**config.mk**
```make
export PLATFORM = sky130hd
export DESIGN_NAME = ncc_cell
export DESIGN_NICKNAME = d
export VERILOG_FILES = /design/src/hw/rtl/nearest_centroid_classifier_macros.svh /design/src/hw/rtl/ncc_pkg.sv /design/src/hw/rtl/ncc_cell.sv
export SDC_FILE = /design/constraint.sdc
export NUM_CORES = 1
export LEC_CHECK = 0
export BUFFER_PORTS_ARGS = -buffer_cell sky130_fd_sc_hd__buf_2
export CAP_MARGIN = 10
export CORE_MARGIN = 2
export CORE_UTILIZATION = 30
export CTS_CLUSTER_DIAMETER = 120
export DETAILED_ROUTE_END_ITERATION = 12
export SYNTH_ARGS = -nofsm -noshare
export SYNTH_HDL_FRONTEND = slang
export SYNTH_SLANG_ARGS = --single-unit
export TNS_END_PERCENT = 1
```
**constraint.sdc**
```tcl
create_clock -name aclk -period 7.29 [get_ports aclk]
set_clock_uncertainty 0.1 [all_clocks]
set_input_delay 0.729 -clock aclk [delete_from_list [all_inputs] [get_ports aclk]]
set_output_delay 0.729 -clock aclk [all_outputs]
set_load 0.03 [all_outputs]
```
**src/hw/rtl/nearest_centroid_classifier_macros.svh**
```systemverilog
// Assertion macros shared by the nearest centroid classifier RTL.
`ifndef NEAREST_CENTROID_CLASSIFIER_MACROS_SVH
`define NEAREST_CENTROID_CLASSIFIER_MACROS_SVH

// Same-cycle implication, disabled while reset is asserted.
`define NCC_ASSERT_IMP(lbl, clk, rstn, ante, cons) \
    lbl: assert property (@(posedge clk) disable iff (!(rstn)) (ante) |-> (cons)) \
        else $error("ncc assertion failed");

// Next-cycle implication, disabled while reset is asserted.
`define NCC_ASSERT_NXT(lbl, clk, rstn, ante, cons) \
    lbl: assert property (@(posedge clk) disable iff (!(rstn)) (ante) |=> (cons)) \
        else $error("ncc assertion failed");

`endif

```
**src/hw/rtl/ncc_pkg.sv**
```systemverilog
// Types, constants and codes shared by the nearest centroid classifier.
`timescale 1ns / 1ps
package ncc_pkg;

    localparam int DIM_DEFAULT          = 16;
    localparam int MAX_CLUSTERS_DEFAULT = 16;

    localparam int VAL_W  = 16;
    localparam int DIFF_W = 17;
    localparam int SQ_W   = 32;
    localparam int ACC_W  = 37;
    localparam int DIST_W = 36;
    localparam int IDX_W  = 6;
    localparam int CNT_W  = 5;
    localparam int PADDR_W = 3;

    localparam logic [ACC_W-1:0]  ACC_MAX = {ACC_W{1'b1}};
    localparam logic [DIST_W-1:0] DIST_MAX = {DIST_W{1'b1}};
    localparam logic [CNT_W-1:0]  NUM_CLUSTERS_RESET = 5'd11;

    // Register index, taken from the word address bit of paddr.
    localparam logic REG_NUM_CLUSTERS = 1'b0;

    typedef enum logic {
        CMD_LOAD  = 1'b0,
        CMD_POINT = 1'b1
    } cmd_t;

    typedef struct packed {
        cmd_t                    cmd;
        logic [3:0]              cluster;
        logic [3:0]              element;
        logic signed [VAL_W-1:0] value;
        logic                    last;
    } in_item_t;

    typedef struct packed {
        logic [3:0]        nearest_cluster;
        logic [DIST_W-1:0] sq_dist;
    } out_item_t;

    // Item as it travels from cell to cell.
    typedef struct packed {
        logic                    valid;
        cmd_t                    cmd;
        logic [3:0]              cluster;
        logic [3:0]              element;
        logic signed [VAL_W-1:0] value;
        logic                    last;
        logic [CNT_W-1:0]        n_active;
    } token_t;

    // Per-stage control inside a cell.
    typedef struct packed {
        logic add;
        logic fin;
        logic active;
    } ctl_t;

    // Running minimum handed along the chain.
    typedef struct packed {
        logic              res;
        logic [IDX_W-1:0]  idx;
        logic [ACC_W-1:0]  score;
    } best_t;

    localparam best_t BEST_INIT = '{res: 1'b0, idx: '0, score: ACC_MAX};

endpackage

```
**src/hw/rtl/ncc_cell.sv**
```systemverilog
// One cluster cell: centroid memory, squared-difference pipeline, accumulator, compare.
`timescale 1ns / 1ps
module ncc_cell import ncc_pkg::*; #(
    parameter int DIM          = DIM_DEFAULT,
    parameter int CELL_ID      = 0
) (
    input  logic   aclk,
    input  logic   aresetn,
    input  logic   adv,
    input  token_t tok_in,
    output token_t tok_out,
    input  best_t  best_in,
    output best_t  best_out
);

    localparam int AW = (DIM > 1) ? $clog2(DIM) : 1;

    logic [VAL_W-1:0] mem [DIM];

    token_t                   tok_reg;
    logic [VAL_W-1:0]         rd_reg;
    ctl_t                     s1_ctl_reg, s2_ctl_reg, s3_ctl_reg;
    ctl_t                     s1_ctl_next;
    logic signed [VAL_W-1:0]  p1_reg;
    logic signed [DIFF_W-1:0] diff_reg, diff_next;
    logic [SQ_W-1:0]          prod;
    logic [SQ_W-1:0]          sq_reg;
    logic [ACC_W-1:0]         acc_reg, acc_next, acc_upd;
    logic [ACC_W:0]           sum;
    best_t                    best_reg, best_next;

    logic          in_range, is_point, is_active, wr_en;
    logic [AW-1:0] rd_addr;

    always_comb begin
        in_range  = int'(tok_reg.element) < DIM;
        is_point  = tok_reg.valid && (tok_reg.cmd == CMD_POINT);
        is_active = CELL_ID < int'(tok_reg.n_active);
        wr_en     = tok_reg.valid && (tok_reg.cmd == CMD_LOAD) && in_range &&
                    (int'(tok_reg.cluster) == CELL_ID);
        rd_addr   = in_range ? AW'(tok_reg.element) : '0;

        s1_ctl_next.add    = is_point && in_range && is_active;
        s1_ctl_next.fin    = is_point && tok_reg.last;
        s1_ctl_next.active = is_active;
    end

    // Centroid memory for this cluster, one word per vector element.
    always_ff @(posedge aclk) begin
        if (adv) begin
            if (wr_en) begin
                mem[rd_addr] <= tok_reg.value;
            end
            rd_reg <= mem[rd_addr];
        end
    end

    // The square of a 17-bit difference always fits in 32 bits.
    always_comb begin
        diff_next = {p1_reg[VAL_W-1], p1_reg} - {rd_reg[VAL_W-1], rd_reg};
        prod      = diff_reg * diff_reg;
    end

    // Accumulate, then on the final element compete against the upstream minimum.
    always_comb begin
        sum     = {1'b0, acc_reg} + {{(ACC_W + 1 - SQ_W){1'b0}}, sq_reg};
        acc_upd = s3_ctl_reg.add ? (sum[ACC_W] ? ACC_MAX : sum[ACC_W-1:0]) : acc_reg;

        acc_next      = acc_upd;
        best_next     = best_in;
        best_next.res = s3_ctl_reg.fin;
        if (s3_ctl_reg.fin) begin
            acc_next = '0;
            if (s3_ctl_reg.active && (acc_upd < best_in.score)) begin
                best_next.idx   = IDX_W'(CELL_ID);
                best_next.score = acc_upd;
            end
        end
    end

    always_ff @(posedge aclk) begin
        if (!aresetn) begin
            tok_reg.valid <= 1'b0;
            s1_ctl_reg    <= '0;
            s2_ctl_reg    <= '0;
            s3_ctl_reg    <= '0;
            acc_reg       <= '0;
            best_reg.res  <= 1'b0;
        end else if (adv) begin
            tok_reg    <= tok_in;
            s1_ctl_reg <= s1_ctl_next;
            s2_ctl_reg <= s1_ctl_reg;
            s3_ctl_reg <= s2_ctl_reg;
            acc_reg    <= acc_next;
            best_reg   <= best_next;
        end
    end

    always_ff @(posedge aclk) begin
        if (adv) begin
            p1_reg   <= tok_reg.value;
            diff_reg <= diff_next;
            sq_reg   <= prod;
        end
    end

    assign tok_out  = tok_reg;
    assign best_out = best_reg;

endmodule

```
After elaboration in Yosys (flattened, before gate mapping)
Memories as Yosys holds them, arrays and structs flattened. A register that Yosys moved wholly into a read port is not among the register bits.
Cells that the tools add are included.
Storage, ports and cells
  bits in registers: 187
  latch bits: 0
  RAM bits: 256
  memory bits (read-only): 0
  bits of input ports: 79
  output and inout bits: 76
  logic and storage cells: 46
  memories: 1
Cells by class
  add/subtract/negate cells: 2
  $mul: 1
  divide/modulo/power cells: 0
  $lt $le $gt $ge: 2
  eq/ne operators: 0
  shift operators: 0
  multiplexer cells: 8
  bitwise operators: 1
  reductions and logical operators: 8
Memories
  mem: depth 16, bits a word 16, rd ports 1, clocked after memory_dff 1, write ports 1, line ncc_cell.sv:18  | logic [VAL_W-1:0] mem [DIM];
Operator list (count)
  37-bit two-way mux: 3
  43-bit two-way mux: 2
  37-bit by 32-bit adder with 38-bit output: 1
  37-bit less-than comparator: 1
  17-bit by 17-bit multiplier with 32-bit output: 1
  16-bit by 16-bit subtractor with 17-bit output: 1
  1-bit logical AND: 6
  1-bit by 5-bit less-than comparator with 1-bit output, first input constant: 1
  4-bit zero test: 1
  1-bit two-way mux: 3
  2-bit AND reduction: 1
  1-bit inverter: 1

Logic depth before layout (Yosys ltp)
  depth after elaboration: 7
  mapped depth: 24

Worst setup path before layout
Ideal clock, no wire load.
  path kind: reg-to-reg
  start point: register diff_reg[2]
  end point: register sq_reg[30], data pin
  setup time: 0.258 ns
  arrival time: 6.063 ns
  required time: 6.932 ns
  setup slack: 0.869 ns
  cell stages (with the launch flop): 24
  period minus slack after synthesis: 6.421 ns
  path through: edfxtp_1 > clkbuf_1 > clkbuf_1 > nand2_1 > inv_1 > fa_1 > inv_1 > fa_1 > fa_1 > inv_1 > fa_1 > fa_1 > inv_1 > fa_1 > inv_1 > ha_1 > nand4_1 > a2111o_1 > and3_1 > o31ai_1 > a41oi_1 > o21bai_1 > a31oi_1 > xnor2_1
On the way
  longest elaborated chain between the ends: 1
Ends and longest elaborated chain
  start: declaration: line ncc_cell.sv:25  | logic signed [DIFF_W-1:0] diff_reg, diff_next;
  start signal: assignment: line ncc_cell.sv:102  | diff_reg <= diff_next;
  17-bit by 17-bit multiplier with 32-bit output: line ncc_cell.sv:61  | prod = diff_reg * diff_reg;
  via prod[30]: line ncc_cell.sv:26  | logic [SQ_W-1:0] prod;
  end signal: assignment: line ncc_cell.sv:103  | sq_reg <= prod;
  end: declaration: line ncc_cell.sv:27  | logic [SQ_W-1:0] sq_reg;
The timed path passes the listed nets, and every way through them passes these cells.
A chain may end at the register's enable or synchronous reset.

Worst setup path in the final report
  start point: register diff_reg[4]
  end point: register sq_reg[31], data pin
The elaborated chain is that of the path after synthesis.

==> metrics.log <==
[metrics] result of the run: completed
[metrics] last weighted congestion value of the routability-driven placer: 0.833
[metrics] clock tree sinks: 458
[metrics] fill count: a little under 10,000
[metrics] number of nets in the final layout: slightly above 3,000
[metrics] FF-to-FF path depth: 20
[metrics] worst-case register-to-register setup slack: 0.53 ns
[metrics] Worst Tran Pin Value: 1.12 ns
[metrics] floorplan die area: 102,000 um2
[metrics] clock transition at the registers of the reported paths: 0.06 ns
[metrics] WP data arrival: between 6 and 7 ns
[metrics] vias in the first global route: between 15,000 and 20,000
[metrics] area of combinational cells with multiple inputs: 14,800 um2
[metrics] Final TNS setup: 0 ns
[metrics] mean instance size in the synthesized netlist: between 10 and 15 um2
[metrics] Clk Tree Root Cell: clkbuf_16
[metrics] total CTS buffers: 47
[metrics] # IOs: 155
[metrics] required time at the endpoint of the critical path: 7.51 ns
[metrics] class of the most critical setup path: flop to flop
[metrics] cell taking the most area after synthesis: edfxtp_1
[metrics] cell count after placement: approximately 3,800
[metrics] Yosys warning total: 0
[metrics] Wirelength per Cell: around 16 um
[metrics] final setup violation count: 0
[metrics] count of endpoints failing hold in the final timing report: 0
[metrics] Tcrit/Tclk final: slightly above 90%
[metrics] ordered list of cells on the worst path: buf_4 > and2_1 > fa_1 > inv_1 > fa_1 > fa_1 > inv_1 > fa_1 > fa_1 > fa_1 > ha_1 > a21oi_1 > o21a_1 > nand4b_1 > o21ai_0 > o21ai_1 > o31a_1 > o21ai_0 > o21ai_0 > xnor2_1
[metrics] highest net fanout along the worst path: 9
[metrics] fraction of layout cells with a size suffix above 1: 16.4%
[metrics] HP Start: tok_in[23]
[metrics] Met2 Routed Length: 30,000 um
[metrics] source-to-sink clock delay at the later pin of the worst-skew pair: between 0.6 and 0.7 ns
[metrics] via count normalized by instance count: 4.64
[metrics] cell area after synthesis: 29,800 um2
[metrics] number of max-slew violations in the final report: 0
[metrics] buffer count from post-CTS setup fixing: 0
[metrics] count of maximum capacitance violations: 0
[metrics] Die X: 319 um
[metrics] Storage cell area: approximately 13,000 um2
[metrics] number of buffers added to fix hold violations after cts: 0
[metrics] most used flip-flop cell after synthesis: edfxtp_1
[metrics] Die Span Y: ~320 um
[metrics] post-synthesis cell type count: 76
[metrics] DPL Wire Length: 47,100 um
[metrics] biggest area contributors in the synthesized netlist: edfxtp_1 (41%), fa_1 (17%), ha_1 (7.1%), mux4_2 (6.0%), inv_1 (5.0%)
[metrics] antenna violations before repair: 0
[metrics] most used cells in the layout excluding fill and tap cells: edfxtp_1 (410), inv_1 (394), fa_1 (257)
[metrics] worst min-delay path category: input pin to flop
[metrics] number of DRC markers in iteration 0: 1,076
[metrics] TritonCTS clock tree: built
[metrics] vias after detailed routing: 17,900
[metrics] reg2reg end: sq_reg[31]
[metrics] first-pass GRT wire length: between 100,000 and 150,000 um
[metrics] library cell contributing the largest single delay on the critical path: edfxtp_1
[metrics] worst hold path depth: 1
[metrics] reg-to-reg critical path startpoint: diff_reg[4]
[metrics] All-Layer GR Usage: 12.3%
[metrics] Post-route DRC: 0
[metrics] time the final worst path needs with I/O delays and setup: 6.76 ns
[metrics] share of Yosys cell area claimed by the top area cell type: between 40% and 50%
[metrics] level count of the clock H-tree: 2
[metrics] count of buffers from port buffering: ~150
[metrics] flip-flop count of the largest register after layout: 256
[metrics] total core area: 98,600 um2
[metrics] buffers from clock root to sink, at most: 3
[metrics] pin count of the biggest net entering global routing: 72
[metrics] Post-Syn Nets: 2,861
[metrics] initial cell density of the core: a little under a third
[metrics] most frequent standard cell in the layout excluding fill and tap cells: edfxtp_1
[metrics] delay of the slowest cell on the worst path: about 0.59 ns
[metrics] number of synthesized register bits: 458
[metrics] Endpoint, Worst Hold: rd_addr[1]
[metrics] final core occ: 34.4%
[metrics] number of iterations in the first detailed-routing pass: 5
[metrics] met1 wire length: 28,200 um
[metrics] antenna diode count: 0
[metrics] post-synthesis sequential area ratio: 44.5%
[metrics] endpoint class of the critical path: flop
[metrics] number of standard cells in the layout, taps in and fillers out: 3,865
[metrics] Gate Count Post-Synth: about 2,400
[metrics] number of synthesized flops with an enable pin: 410
[metrics] routed wl met3: 2300 um
[metrics] routed wire length: 61,400 um
[metrics] highest metal layer used by the detailed router: met4
[metrics] async set-or-reset flop fraction in the synthesized netlist: 0%
[metrics] Worst Setup Start Kind: flop
[metrics] relative slew slack: 24.9%
[metrics] GRT overflow: 0
[metrics] CP dominant cell by count: fa_1
[metrics] maximum clock rate: 148 MHz
[metrics] unrepaired setup endpoints after global routing: false
[metrics] Cell Rows: around 120
[metrics] ANT nets after route: 0
[metrics] relative area change from synthesis to final layout: 13.7%
-- metal layers --
metal / up-vias / GRT usage (%)
li1: 8509 / -
met1: 9035 / 16.9
met2: 328 / 20.9
met3: 57 / 1.71
met4: 0 / 2.34
met5: - / 0
-- kinds of logic after synthesis --
group / after synthesis / share of synthesized area (%)
adders and majority gates: 426 / 24.3
buffers and inverters: 474 / 6.07
AOI/OAI and AO/OA: 309 / 7.06
and+or+nand+nor: 475 / 7.70
DFF: 458 / 44.5
muxes: 136 / 8.09
xor gates and xnor gates: 78 / 2.29
-- cell type report --
| type | count | area share (%) |
|---|---|---|
| clock buffer | 62 | 3.78 |
| clock inverter | 25 | 0.826 |
| inverter | 396 | 4.38 |
| multi-input combinational | 1424 | 43.6 |
| sequential | 458 | 39.1 |
| tap | 1287 | 4.74 |
| timing repair buffer | 213 | 3.60 |
-- metrics by stage --
step | worst slack [ns] | cell area [um2] | hold WS [ns]
2_1_floorplan | 0.869 | 29800 | 0.346
3_3_place_gp | 0.526 | 32400 | 0.360
3_5_place_dp | 0.455 | 32400 | 0.362
4_1_cts | 0.422 | 33900 | 0.160
5_1_grt | 0.103 | 33900 | 0.163
6_report | 0.534 | 33900 | 0.198
-- what timing repair did --
| item | in CTS | in global routing |
|---|---|---|
| endpoints found under the hold margin | 0 | 0 |
| gates resized for setup | 0 | 2 |
| endpoints found under the setup margin | 0 | 2 |
-- worst max-delay path, delay by kind of cell, from the launching register on --
kind,cells,cell delay (ns)
buffers and inverters,3,0.40
flip-flops,1,0.59
adder cells (fa/ha/maj),7,3.20
AO/OA/AOI/OAI,7,1.73
XOR/XNOR,1,0.15
AND/OR/NAND/NOR,2,0.29
-- cells in the mapped netlist (26+ instances only) --
| master | number |
|---|---|
| mux4_2 | 80 |
| and2_1 | 54 |
| dfxtp_1 | 48 |
| a21oi_1 | 97 |
| fa_1 | 257 |
| a21o_1 | 26 |
| inv_1 | 394 |
| xnor2_1 | 58 |
| nor2_1 | 132 |
| nand2_1 | 128 |
| ha_1 | 169 |
| mux2_2 | 33 |
| nor2b_1 | 42 |
| edfxtp_1 | 410 |
| clkbuf_1 | 63 |
| o21ai_0 | 42 |
-- worst max path at each step --
stage | cells past startpoint | start | end | slack, ns
finish | 20 | diff_reg[4] | sq_reg[31] | 0.53
detailed placement | 20 | diff_reg[4] | sq_reg[31] | 0.46
global placement | 20 | diff_reg[4] | sq_reg[31] | 0.53
global route | 21 | diff_reg[4] | sq_reg[31] | 0.10
CTS | 20 | diff_reg[4] | sq_reg[31] | 0.42
floorplan | 23 | diff_reg[2] | sq_reg[30] | 0.87
Power is left out: the tool's default activity adds up to more than one toggle a clock period on the data nets, which glitch-free logic cannot reach.
