`config.mk`:
```
export PLATFORM = sky130hd
export DESIGN_NAME = ncc_out_buf
export DESIGN_NICKNAME = d
export VERILOG_FILES = /design/src/hw/rtl/ncc_pkg.sv /design/src/hw/rtl/ncc_out_buf.sv
export VERILOG_INCLUDE_DIRS = /design/src /design/src/hw/rtl
export SDC_FILE = /design/constraint.sdc
export NUM_CORES = 1
export LEC_CHECK = 0
export ABC_CLOCK_PERIOD_IN_PS = 7100
export BUFFER_PORTS_ARGS = -buffer_cell sky130_fd_sc_hd__buf_4
export CORE_ASPECT_RATIO = 1.2
export CORE_MARGIN = 8
export CORE_UTILIZATION = 55
export DETAILED_ROUTE_END_ITERATION = 6
export PLACE_DENSITY = 0.83
export RECOVER_POWER = 25
export SLEW_MARGIN = 0
export SYNTH_ARGS = -nofsm -noshare
export SYNTH_HDL_FRONTEND = slang
export SYNTH_SLANG_ARGS = --single-unit
```
`constraint.sdc`:
```
create_clock -name aclk -period 7.1 [get_ports aclk]
set_input_delay 0.355 -clock aclk [delete_from_list [all_inputs] [get_ports aclk]]
set_output_delay 0.355 -clock aclk [all_outputs]
set_load 0.01 [all_outputs]
```
`src/hw/rtl/nearest_centroid_classifier_macros.svh`:
```
// Assertion macros shared by the nearest centroid classifier RTL.
`ifndef NEAREST_CENTROID_CLASSIFIER_MACROS_SVH
`define NEAREST_CENTROID_CLASSIFIER_MACROS_SVH

// Same-cycle implication, disabled while reset is asserted.
`define NCC_ASSERT_IMP(lbl, clk, rstn, ante, cons) \
    lbl: assert property (@(posedge clk) disable iff (!(rstn)) (ante) |-> (cons)) \
        else $error("ncc assertion failed");

// Next-cycle implication, disabled while reset is asserted.
`define NCC_ASSERT_NXT(lbl, clk, rstn, ante, cons) \
    lbl: assert property (@(posedge clk) disable iff (!(rstn)) (ante) |=> (cons)) \
        else $error("ncc assertion failed");

`endif

```
`src/hw/rtl/ncc_pkg.sv`:
```
// Types, constants and codes shared by the nearest centroid classifier.
`timescale 1ns / 1ps
package ncc_pkg;

    localparam int DIM_DEFAULT          = 16;
    localparam int MAX_CLUSTERS_DEFAULT = 16;

    localparam int VAL_W  = 16;
    localparam int DIFF_W = 17;
    localparam int SQ_W   = 32;
    localparam int ACC_W  = 37;
    localparam int DIST_W = 36;
    localparam int IDX_W  = 6;
    localparam int CNT_W  = 5;
    localparam int PADDR_W = 3;

    localparam logic [ACC_W-1:0]  ACC_MAX = {ACC_W{1'b1}};
    localparam logic [DIST_W-1:0] DIST_MAX = {DIST_W{1'b1}};
    localparam logic [CNT_W-1:0]  NUM_CLUSTERS_RESET = 5'd11;

    // Register index, taken from the word address bit of paddr.
    localparam logic REG_NUM_CLUSTERS = 1'b0;

    typedef enum logic {
        CMD_LOAD  = 1'b0,
        CMD_POINT = 1'b1
    } cmd_t;

    typedef struct packed {
        cmd_t                    cmd;
        logic [3:0]              cluster;
        logic [3:0]              element;
        logic signed [VAL_W-1:0] value;
        logic                    last;
    } in_item_t;

    typedef struct packed {
        logic [3:0]        nearest_cluster;
        logic [DIST_W-1:0] sq_dist;
    } out_item_t;

    // Item as it travels from cell to cell.
    typedef struct packed {
        logic                    valid;
        cmd_t                    cmd;
        logic [3:0]              cluster;
        logic [3:0]              element;
        logic signed [VAL_W-1:0] value;
        logic                    last;
        logic [CNT_W-1:0]        n_active;
    } token_t;

    // Per-stage control inside a cell.
    typedef struct packed {
        logic add;
        logic fin;
        logic active;
    } ctl_t;

    // Running minimum handed along the chain.
    typedef struct packed {
        logic              res;
        logic [IDX_W-1:0]  idx;
        logic [ACC_W-1:0]  score;
    } best_t;

    localparam best_t BEST_INIT = '{res: 1'b0, idx: '0, score: ACC_MAX};

endpackage

```
`src/hw/rtl/ncc_out_buf.sv`:
```
// Output register with a skid stage between the cell chain and the result channel.
`timescale 1ns / 1ps
`include "nearest_centroid_classifier_macros.svh"
module ncc_out_buf import ncc_pkg::*; (
    input  logic      aclk,
    input  logic      aresetn,
    input  logic      in_valid,
    input  out_item_t in_data,
    output logic      in_ready,
    output logic      m_valid,
    input  logic      m_ready,
    output out_item_t m_item
);

    logic      out_valid_reg, out_valid_next;
    logic      skid_valid_reg, skid_valid_next;
    out_item_t out_data_reg, out_data_next;
    out_item_t skid_data_reg, skid_data_next;

    always_comb begin
        out_valid_next  = out_valid_reg;
        skid_valid_next = skid_valid_reg;
        out_data_next   = out_data_reg;
        skid_data_next  = skid_data_reg;
        if (skid_valid_reg) begin
            if (m_ready) begin
                out_data_next   = skid_data_reg;
                skid_valid_next = 1'b0;
            end
        end else if (in_valid) begin
            if (!out_valid_reg || m_ready) begin
                out_data_next  = in_data;
                out_valid_next = 1'b1;
            end else begin
                skid_data_next  = in_data;
                skid_valid_next = 1'b1;
            end
        end else if (m_ready) begin
            out_valid_next = 1'b0;
        end
    end

    always_ff @(posedge aclk) begin
        if (!aresetn) begin
            out_valid_reg  <= 1'b0;
            skid_valid_reg <= 1'b0;
        end else begin
            out_valid_reg  <= out_valid_next;
            skid_valid_reg <= skid_valid_next;
        end
    end

    always_ff @(posedge aclk) begin
        out_data_reg  <= out_data_next;
        skid_data_reg <= skid_data_next;
    end

    assign in_ready = !skid_valid_reg;
    assign m_valid  = out_valid_reg;
    assign m_item   = out_data_reg;

    `NCC_ASSERT_IMP(a_skid_behind_out, aclk, aresetn, skid_valid_reg, out_valid_reg)
    `NCC_ASSERT_NXT(a_stall_fills_skid, aclk, aresetn, out_valid_reg && !m_ready && in_valid && !skid_valid_reg, skid_valid_reg && out_valid_reg)
    `NCC_ASSERT_NXT(a_skid_drains, aclk, aresetn, skid_valid_reg && m_ready, !skid_valid_reg && out_valid_reg)

endmodule
```
Word level (Yosys, flattened, before mapping)

Cells that the tools add are included.
Widths: inputs -> output; s select.

Register bits after elaboration: 82
Input bits: 44
Output and inout port bits: 42
Logic and storage cells: 30

Equal/unequal tests: 2
Multiplexer cells: 11
Bitwise operators: 2
Reduce and logical (&&, ||, !) cells: 9

Operators with widths:

| kind               | number |
|---|---|
| $mux 40            | 4 |
| $reduce_and 3->1   | 3 |
| $mux 1             | 7 |
| $reduce_bool 2->1  | 3 |
| $logic_not 1->1    | 2 |
| $ne 2x1->1 const B | 1 |
| $ne 2x2->1 const B | 1 |
| $not 1->1          | 2 |
| $logic_or 1x1->1   | 1 |

Logic depth before layout (Yosys ltp)

Gate-level depths: netlist (run 1).

Word-level depth: 5
Gate-level depth with buffers: 4
Depth with buffers taken out: 2

Worst setup path after synthesis (run 1)

Ideal clock, no wire load.

Path kind: register to register
From: reg skid_valid_reg
To: reg skid_data_reg[0] (netlist bit), enable pin
Library setup time: 487 ps
Data arrival time: 3361 ps
Required time: 6613 ps
Slack: 3252 ps
Stages on the path, launching flop included: 4
Path buffers: 2
Clock period less this slack: 3848 ps
Cells stage by stage: dfxtp_1 -> buf_6 -> buf_6 -> nor3_1

Longest elaborated chain between the ends: 2

RTL lines:

| what                              | RTL line          | RTL |
|---|---|---|
| from (decl)                       | ncc_out_buf.sv:16 | `logic skid_valid_reg, skid_valid_next;` |
| from (signal assigned)            | ncc_out_buf.sv:49 | `skid_valid_reg <= skid_valid_next;` |
| $not 1->1 (no source line)        | n/a               |  |
| $reduce_and 3->1 (no source line) | n/a               |  |
| to (signal assigned)              | ncc_out_buf.sv:55 | `skid_data_reg <= skid_data_next;` |
| to (decl)                         | ncc_out_buf.sv:18 | `out_item_t skid_data_reg, skid_data_next;` |

No other way between the ends.
A chain may end at the register's enable or synchronous reset.

Worst setup path after layout (run 1)

From: reg skid_valid_reg
To: reg out_data_reg, in the netlist m_item[21], enable pin

Longest elaborated chain between the ends: 2
Elaborated cells on any way between the ends: 4
Those cells by class: eq/ne: 1; reduce/logical: 3

RTL lines:

| what                                                                    | RTL line          | RTL |
|---|---|---|
| $ne 2x2->1 (no source line) / $reduce_bool 2->1 (equally long branches) | n/a               |  |
| $reduce_and 3->1 (no source line) *                                     | n/a               |  |
| to (signal assigned)                                                    | ncc_out_buf.sv:54 | `out_data_reg <= out_data_next;` |
| to (decl)                                                               | ncc_out_buf.sv:17 | `out_item_t out_data_reg, out_data_next;` |

Every way passes the cells marked *; elsewhere a longest branch is shown, timed or not.

==> flow_summary.yaml, run 1 <==
drt:
  vias_per_cell: 5.11
  drt_pass1_iterations: 4
  drcViolationCount: 0
  wl_per_cell_um: 18.2
  first_iter_violations: 77
  routed_wl_um: 5450
  ant_nets: 0
  via_count: 1534
setup_path:
  crit_path_max_fanout: 45
  crit_arrival_ns: 2.14
  crit_buf_inv: 1
  rr_endpoint: "m_item[21]"
  crit_chain: "buf_4 > o22a_2"
  cp.depth: 2
  slowest_stage: "o22a_2"
  critPathTopFamily: "compound AO/OA/AOI/OAI gates"
  r2r-start: "skid_valid_reg"
  cp_slowest_stage_delay_ns: 0.86
  critical_path_class: "reg -> reg"
  start_kind: "register"
  startpoint: "skid_valid_reg"
  cp.required_ns: 7.06
  r2r_slack_ns: 4.91
  cp-end-kind: "register"
  rr_worst_depth: 2
  endpoint: "m_item[21]"
clock_tree:
  post_cts_buffers: 0
  ctsResizeCount: 0
  cts_root_buf: "clkbuf_8"
  path_clk_slew_ns: 0.07
  h-tree-depth: 3
  clkSinkCount: 82
  worst_skew_pair.late_latency_ns: 0.34
  cts_tree: "done"
  hold_buffers: 0
  cts_max_path_buffers: 2
  cts_buffers: 9
sta:
  clock_skew_ns: 0.00718
  tns_ns: 0
  period_share_pct: 30.8
  rsz0062_at_grt: "no"
  tightest_slew_ns: 0.908
  drv_slew: 0
  setup-violations-final: 0
  slew_headroom_pct: 39.1
  period_needed_ns: 2.19
  finalHoldViolations: 0
  fin_ws_ns: 4.91
  fmax_ghz: 0.457
pwr:
  seqPwrFrac_pct: 59.1
  vdd_drop_max_v: 0.000171
  pwr-share-clk_pct: 31.5
  p_sw_share_pct: 20.1
  netSwitchingPower_uw: 193
  internal_power_uw: 768
  powerDensity_nw_per_um2: 247
  power.share.combinational_pct: 9.4
  leakagePower_uw: 0.00145
global_routing:
  grt_overflow: 0
  antenna_found_initial: 0
  grt_start_max_net_pins: 46
  grt_pass1_vias: 1619
  grt.total_usage_pct: 13.5
  grt_pass1_wl_um: 8530
die:
  coreArea_um2: 5590
  start_util_pct: 56.6
  die_w_um: 85.3
  fp.dieH_um: 99.1
  die-area_um2: 8450
  boundaryPins: 86
  rows: 30
synthesis:
  yosysUniqueCellTypes: 16
  ys_warn_count: 0
  ys_top_cells_by_area: "edfxtp_1, mux2_4, buf_12"
  synth_top_area_cell: "edfxtp_1"
  syn_nets: 182
  ys_seq_area_share_pct: 77.2
  synth_edf_count: 80
  synthCells: 138
  yosys.area.top_type_share_pct: 75.9
  yosysMostFrequentCell: "edfxtp_1"
  ys_seq_elements: 82
  syn_avg_cell_area_um2: 22.9
  async_flop_share_pct: 0
  ys.flop_type: "edfxtp_1"
  synth_commonest_cells: "edfxtp_1, mux2_4, mux2_2"
  synth.cell_area_um2: 3170
placement:
  gp_congestion: 0.693
  portBuffers: 85
  dpl.cell_count: 284
  dpl.hpwl_um: 3930
  pre_cts_ws_ns: 4.88
finish:
  drive_above_1_share_pct: 47.9
  diodes: 0
  nets: 275
  syn2layout_area_growth_pct: 23.2
  fill_cells: 375
  instances_no_fill: 300
min_path:
  hold_class: "in -> reg"
  holdPathStages: 1
status:
  status: "finished, final reports clean"
run:
  drv_cap: 0
through the flow:
| step | cell area, µm² | utilization [%] | power [µW] | hold slack [ns] |
|---|---|---|---|---|
| finish | 3900 | 69.7 | 961 | 0.224 |
| global route | 3900 | 69.7 | 996 | 0.207 |
| CTS | 4000 | 71.5 | 980 | 0.185 |
| detailed placement | 3820 | 68.4 | 680 | 0.498 |
| global placement | 3820 | 68.4 | 677 | 0.469 |
| floorplan | 3170 | - | 625 | 0.454 |
layout make-up:
type / instances / area (µm²) / share of cell area, %
inverters: 1 / 3.75 / 0.0963
multi-input cells: 50 / 643 / 16.5
well taps: 64 / 80.1 / 2.05
clock inverters: 5 / 45.0 / 1.16
flip-flops and latches: 82 / 2440 / 62.7
repair buffers: 87 / 552 / 14.2
clock buffers: 11 / 131 / 3.37
power by group through the flow:
stage | sequential, µW | combinational (µW) | clock (µW)
3_5_place_dp | 579 | 100 | 0
4_1_cts | 569 | 101 | 311
6_report | 568 | 90.6 | 302
5_1_grt | 570 | 97.8 | 329
3_3_place_gp | 579 | 98.3 | 0
2_1_floorplan | 588 | 37.0 | 0
cell families (layout without fill, tap and decap cells):
group	Yosys count	in the layout	synth area share, %
buffers and inverters	6	104	2.73
AO/OA/AOI/OAI	3	3	0.593
AND/OR/NAND/NOR	7	7	1.15
flip-flops	82	82	77.2
multiplexers	40	40	18.4
how the worst min path moves through the flow:
stage | from | end
after global routing | in_data[10] | skid_data_reg[10]
after CTS | in_data[35] | skid_data_reg[35]
final | in_data[35] | skid_data_reg[35]
after floorplan | in_data[0] | skid_data_reg[0]
after global placement | m_valid | m_valid
after detailed placement | m_valid | m_valid
cell usage in the layout, fill, tap and decap left out, drive strengths merged:
cell and instances:
edfxtp 80, clkbuf 62, mux2 40, buf 36, clkinv 4, nand2 2
dfxtp 2, inv 1, nor2 1, o22a 1, nor3 1, nor2b 1
nand3b 1, o21ai 1, nand2b 1, a21oi 1, bufinv 1
layer usage:
layer	GRT usage (%)	wire length, µm	vias to the layer above
met5	0	0	-
met4	6.49	107	0
met3	5.78	442	12
met2	23.2	2920	54
met1	13.7	1980	735
li1	-	-	733
Power figures use the tool's default switching activity.
==> run 2: changes to the inputs <==
--- a/config.mk
+++ b/config.mk
@@ -6,13 +6,13 @@
 export SDC_FILE = /design/constraint.sdc
 export NUM_CORES = 1
 export LEC_CHECK = 0
-export ABC_CLOCK_PERIOD_IN_PS = 7100
+export ABC_CLOCK_PERIOD_IN_PS = 2100
 export BUFFER_PORTS_ARGS = -buffer_cell sky130_fd_sc_hd__buf_4
 export CORE_ASPECT_RATIO = 1.2
 export CORE_MARGIN = 8
-export CORE_UTILIZATION = 55
+export CORE_UTILIZATION = 52
 export DETAILED_ROUTE_END_ITERATION = 6
-export PLACE_DENSITY = 0.83
+export PLACE_DENSITY = 0.79
 export RECOVER_POWER = 25
 export SLEW_MARGIN = 0
 export SYNTH_ARGS = -nofsm -noshare
==> constraint.sdc (replaced) <==
create_clock -name aclk -period 2.1 [get_ports aclk]
set_input_delay 0.105 -clock aclk [delete_from_list [all_inputs] [get_ports aclk]]
set_output_delay 0.105 -clock aclk [all_outputs]
set_load 0.01 [all_outputs]
==> flow_summary.yaml, run 2 (same netlist as run 1, synthesis figures left out) <==
finish:
  fill_cells: 395
  syn2layout_area_growth_pct: 38.8
  drive_above_1_share_pct: 43.2
  diodes: 0
  nets: 319
  final_cell_mix: "edfxtp_1, dlygate4sd3_1, buf_4, mux2_4, clkbuf_1"
  fin_util_pct: 73.6
  final_common_cell: "edfxtp_1"
clock_tree:
  h-tree-depth: 3
  cts_tree: "done"
  ctsResizeCount: 0
  cts_root_buf: "clkbuf_8"
  path_clk_slew_ns: 0.08
  cts_buffers: 9
  cts_max_path_buffers: 2
  worst_skew_pair.late_latency_ns: 0.34
  clkSinkCount: 82
die:
  rows: 31
  fp.dieH_um: 101
  coreArea_um2: 5970
  start_util_pct: 53.0
  die_w_um: 87.2
  die-area_um2: 8850
  boundaryPins: 86
drt:
  drcViolationCount: 0
  ant_nets: 0
  met2_wirelength_um: 3500
  wl_met3_um: 277
  via_count: 1714
  first_iter_violations: 79
  vias_per_cell: 4.73
  drt_pass1_iterations: 4
  wl_per_cell_um: 17.3
  top_layer: "met4"
  routed_wl_um: 6280
  met1_length_um: 2410
setup_path:
  cp-end-kind: "register"
  r2r_slack_ns: 0.56
  rr_worst_depth: 2
  r2r-start: "skid_valid_reg"
  crit_path_max_fanout: 18
  rr_endpoint: "m_item[33]"
  start_kind: "register"
  critical_path_class: "reg -> reg"
  crit_arrival_ns: 1.63
  cp.required_ns: 2.19
min_path:
  min_from: "in_valid"
  holdPathStages: 3
  hold_class: "in -> reg"
  whs_endpoint: "m_valid"
sta:
  finalHoldViolations: 0
  tns_ns: 0
  setup-violations-final: 0
  tightest_slew_ns: 0.568
  rsz0062_at_grt: "no"
  period_share_pct: 73.2
  timing.hold.ws_ns: 0.0411
  period_needed_ns: 1.54
  slew_headroom_pct: 62.1
  clock_skew_ns: 0.0102
  fmax_ghz: 0.650
  drv_slew: 0
global_routing:
  grt.total_usage_pct: 15.0
  grt_overflow: 0
  antenna_found_initial: 0
  grt_pass1_wl_um: 9860
  grt_pass1_vias: 1832
  grt_start_max_net_pins: 41
run:
  drv_cap: 0
status:
  status: "finished, final reports clean"
placement:
  dpl.hpwl_um: 4130
  gp_congestion: 0.730
  portBuffers: 85
pwr:
  powerDensity_nw_per_um2: 751
  leakagePower_uw: 0.00163
  vdd_drop_max_v: 0.000513
==> run 2: area by class of cell <==
cell class                 count  area, µm²  share of cell area [%]
sequential                    82       2440                    55.6
timing repair buffer         131       1020                    23.2
multi-input combinational     50        649                    14.8
clock buffer                   9        124                    2.82
tap                           82        103                    2.33
clock inverter                 7       52.6                    1.20
inverter                       1       3.75                  0.0854
==> run 2: timing repair <==
item	in CTS	in global routing
hold buffers	41	0
setup buffers	0	0
hold endpoints to repair	41	0
==> run 2: worst max path at each step <==
stage / startpoint / end / slack, ns / cells past startpoint
after floorplan: skid_valid_reg / m_item[0] / 0.07 / 4
after global placement: skid_valid_reg / m_item[33] / 0.60 / 2
after detailed placement: skid_valid_reg / m_item[39] / 0.56 / 2
after CTS: skid_valid_reg / m_item[33] / 0.55 / 2
after global routing: skid_valid_reg / m_item[36] / 0.51 / 2
final: skid_valid_reg / m_item[33] / 0.56 / 2
==> run 2: metrics by stage <==
stage / cell area (µm²) / power [µW] / setup WS [ns] / instances
final: 4390 / 3300 / 0.562 / 362
after detailed placement: 3910 / 2310 / 0.564 / 305
after global placement: 3910 / 2300 / 0.596 / 305
after floorplan: 3180 / 2110 / 0.0694 / 138
after CTS: 4500 / 3360 / 0.548 / 362
after global routing: 4390 / 3420 / 0.513 / 362
==> run 2: critical path: stages (launching register included) <==
cell	delay, ns
dfxtp_2	0.70
buf_12	0.24
mux2_2	0.35
==> run 2: power by group <==
| group | total [µW] | internal (µW) | switching [µW] | leakage (µW) |
|---|---|---|---|---|
| combinational | 379 | 225 | 154 | 0.000788 |
| clock | 996 | 434 | 562 | 0.0000783 |
| sequential | 1930 | 1900 | 31.0 | 0.000769 |
==> run 2: per-layer routing <==
layer  vias up  track usage [%]
met4         0             7.96
met3         8             3.73
li1        818                -
met2        48             26.5
met1       840             16.3
met5         -                0
==> run 3: changes to the inputs <==
--- a/config.mk
+++ b/config.mk
@@ -6,13 +6,13 @@
 export SDC_FILE = /design/constraint.sdc
 export NUM_CORES = 1
 export LEC_CHECK = 0
-export ABC_CLOCK_PERIOD_IN_PS = 2100
+export ABC_CLOCK_PERIOD_IN_PS = 1300
 export BUFFER_PORTS_ARGS = -buffer_cell sky130_fd_sc_hd__buf_4
 export CORE_ASPECT_RATIO = 1.2
 export CORE_MARGIN = 8
-export CORE_UTILIZATION = 52
+export CORE_UTILIZATION = 47
 export DETAILED_ROUTE_END_ITERATION = 6
-export PLACE_DENSITY = 0.79
+export PLACE_DENSITY = 0.76
 export RECOVER_POWER = 25
 export SLEW_MARGIN = 0
 export SYNTH_ARGS = -nofsm -noshare
==> constraint.sdc (replaced) <==
create_clock -name aclk -period 1.3 [get_ports aclk]
set_input_delay 0.065 -clock aclk [delete_from_list [all_inputs] [get_ports aclk]]
set_output_delay 0.065 -clock aclk [all_outputs]
set_load 0.01 [all_outputs]
==> flow_summary.yaml, run 3 (same netlist as run 1, synthesis figures left out) <==
setup_path:
  crit_path_max_fanout: 14
  cp-end-kind: "register"
  critical_path_class: "reg -> reg"
  cp.required_ns: 1.40
  rr_worst_depth: 2
  crit_arrival_ns: 1.31
  start_kind: "register"
sta:
  clock_skew_ns: 0.0121
  finalHoldViolations: 0
  fmax_ghz: 0.822
  period_needed_ns: 1.22
  rsz0062_at_grt: "no"
  drv_slew: 0
  tightest_slew_ns: 0.217
  period_share_pct: 93.5
  timing.hold.ws_ns: 0.0907
  setup-violations-final: 0
  slew_headroom_pct: 85.5
global_routing:
  grt.total_usage_pct: 14.0
  use_met3_pct: 4.71
  gr-usage-met2_pct: 24.6
  grt_use_met1_pct: 14.6
  grt_start_max_net_pins: 41
  antenna_found_initial: 0
  grt_pass1_vias: 1880
  grt_busiest_layer: "met2"
  grt_pass1_wl_um: 10300
  grt_overflow: 0
min_path:
  hold_class: "in -> reg"
  holdPathStages: 3
finish:
  final_cell_mix: "edfxtp_1, dlygate4sd3_1, buf_4, mux2_4, clkbuf_1"
  diodes: 0
  final_common_cell: "edfxtp_1"
  fill_cells: 462
  syn2layout_area_growth_pct: 41.1
  drive_above_1_share_pct: 43.3
  nets: 323
die:
  die_w_um: 90.9
  fp.dieH_um: 106
  die-area_um2: 9630
  rows: 32
  boundaryPins: 86
  coreArea_um2: 6490
  start_util_pct: 48.8
placement:
  dpl.hpwl_um: 4330
  portBuffers: 85
  gp_congestion: 0.697
drt:
  wl_per_cell_um: 17.4
  routed_wl_um: 6430
  drt_pass1_iterations: 3
  ant_nets: 0
  via_count: 1717
  vias_per_cell: 4.65
  drcViolationCount: 0
  first_iter_violations: 75
status:
  status: "finished, final reports clean"
pwr:
  leakagePower_uw: 0.00168
  power.total_uw: 5470
  vdd_drop_max_v: 0.000520
  powerDensity_nw_per_um2: 1220
clock_tree:
  h-tree-depth: 3
  post_cts_buffers: 0
  cts_root_buf: "clkbuf_8"
  cts_max_path_buffers: 2
  cts_tree: "done"
  worst_skew_pair.late_latency_ns: 0.35
  clkSinkCount: 82
  cts_buffers: 9
  path_clk_slew_ns: 0.07
run:
  drv_cap: 0
## run 3: changes by cell type in the layout (fill, tap and decap cells not counted), sizes merged
cell         delta
buf             +5
clkinvlp        -3
clkinv          +2
dlygate4sd3     +2
inv             -2
bufinv          +1
clkbuf          -1
## run 3: worst paths after layout
check / from / end / slack (ns)
setup / recovery: skid_valid_reg / m_item[39] / 0.08
hold / removal: m_ready / m_valid / 0.09
hold reg to reg: m_valid / m_valid / 0.49
setup reg to reg: skid_valid_reg / m_item[39] / 0.08
## run 3: per-stage QoR
stage / cells / TNS [ns] / area, µm² / utilization, % / setup WS (ns)
2_1_floorplan: 138 / -40.77 / 3180 / - / -0.704
3_3_place_gp: 310 / 0 / 3940 / 60.8 / 0.00645
3_5_place_dp: 310 / -0.0142 / 3940 / 60.8 / -0.00499
4_1_cts: 369 / 0 / 4560 / 70.4 / 0.0728
5_1_grt: 369 / 0 / 4470 / 68.9 / 0.0381
6_report: 369 / 0 / 4470 / 68.9 / 0.0840
## run 3: where the power goes
| group | internal, µW | total, µW | leakage [µW] | switching, µW |
|---|---|---|---|---|
| Combinational | 377 | 638 | 0.000816 | 261 |
| Clock | 882 | 1730 | 0.0000909 | 843 |
| Sequential | 3060 | 3100 | 0.000769 | 43.8 |
## run 3: cell type report
class / count / area (µm²) / area share [%]
clock inverter: 5 / 55.1 / 1.23
timing repair buffer: 135 / 1070 / 24.0
inverter: 1 / 3.75 / 0.0840
sequential: 82 / 2450 / 54.8
clock buffer: 11 / 131 / 2.94
tap: 85 / 106 / 2.38
multi-input combinational: 50 / 649 / 14.5
## run 3: layer usage
layer	part of all wire, %	vias up	wire (µm)
li1	-	826	-
met1	39	832	2500
met2	54	50	3500
met3	5.5	9	352
met4	1.2	0	77
met5	0	-	0
## run 3: timing repair
action,4_1_cts,5_1_grt
setup endpoints to repair,8,13
gates resized for setup,1,1
hold endpoints to repair,42,0
hold buffers,43,0
## run 3: critical path: stages (launching register included)
cell	delay [ns]
dfxtp_4	0.45
buf_12	0.18
mux2_2	0.34
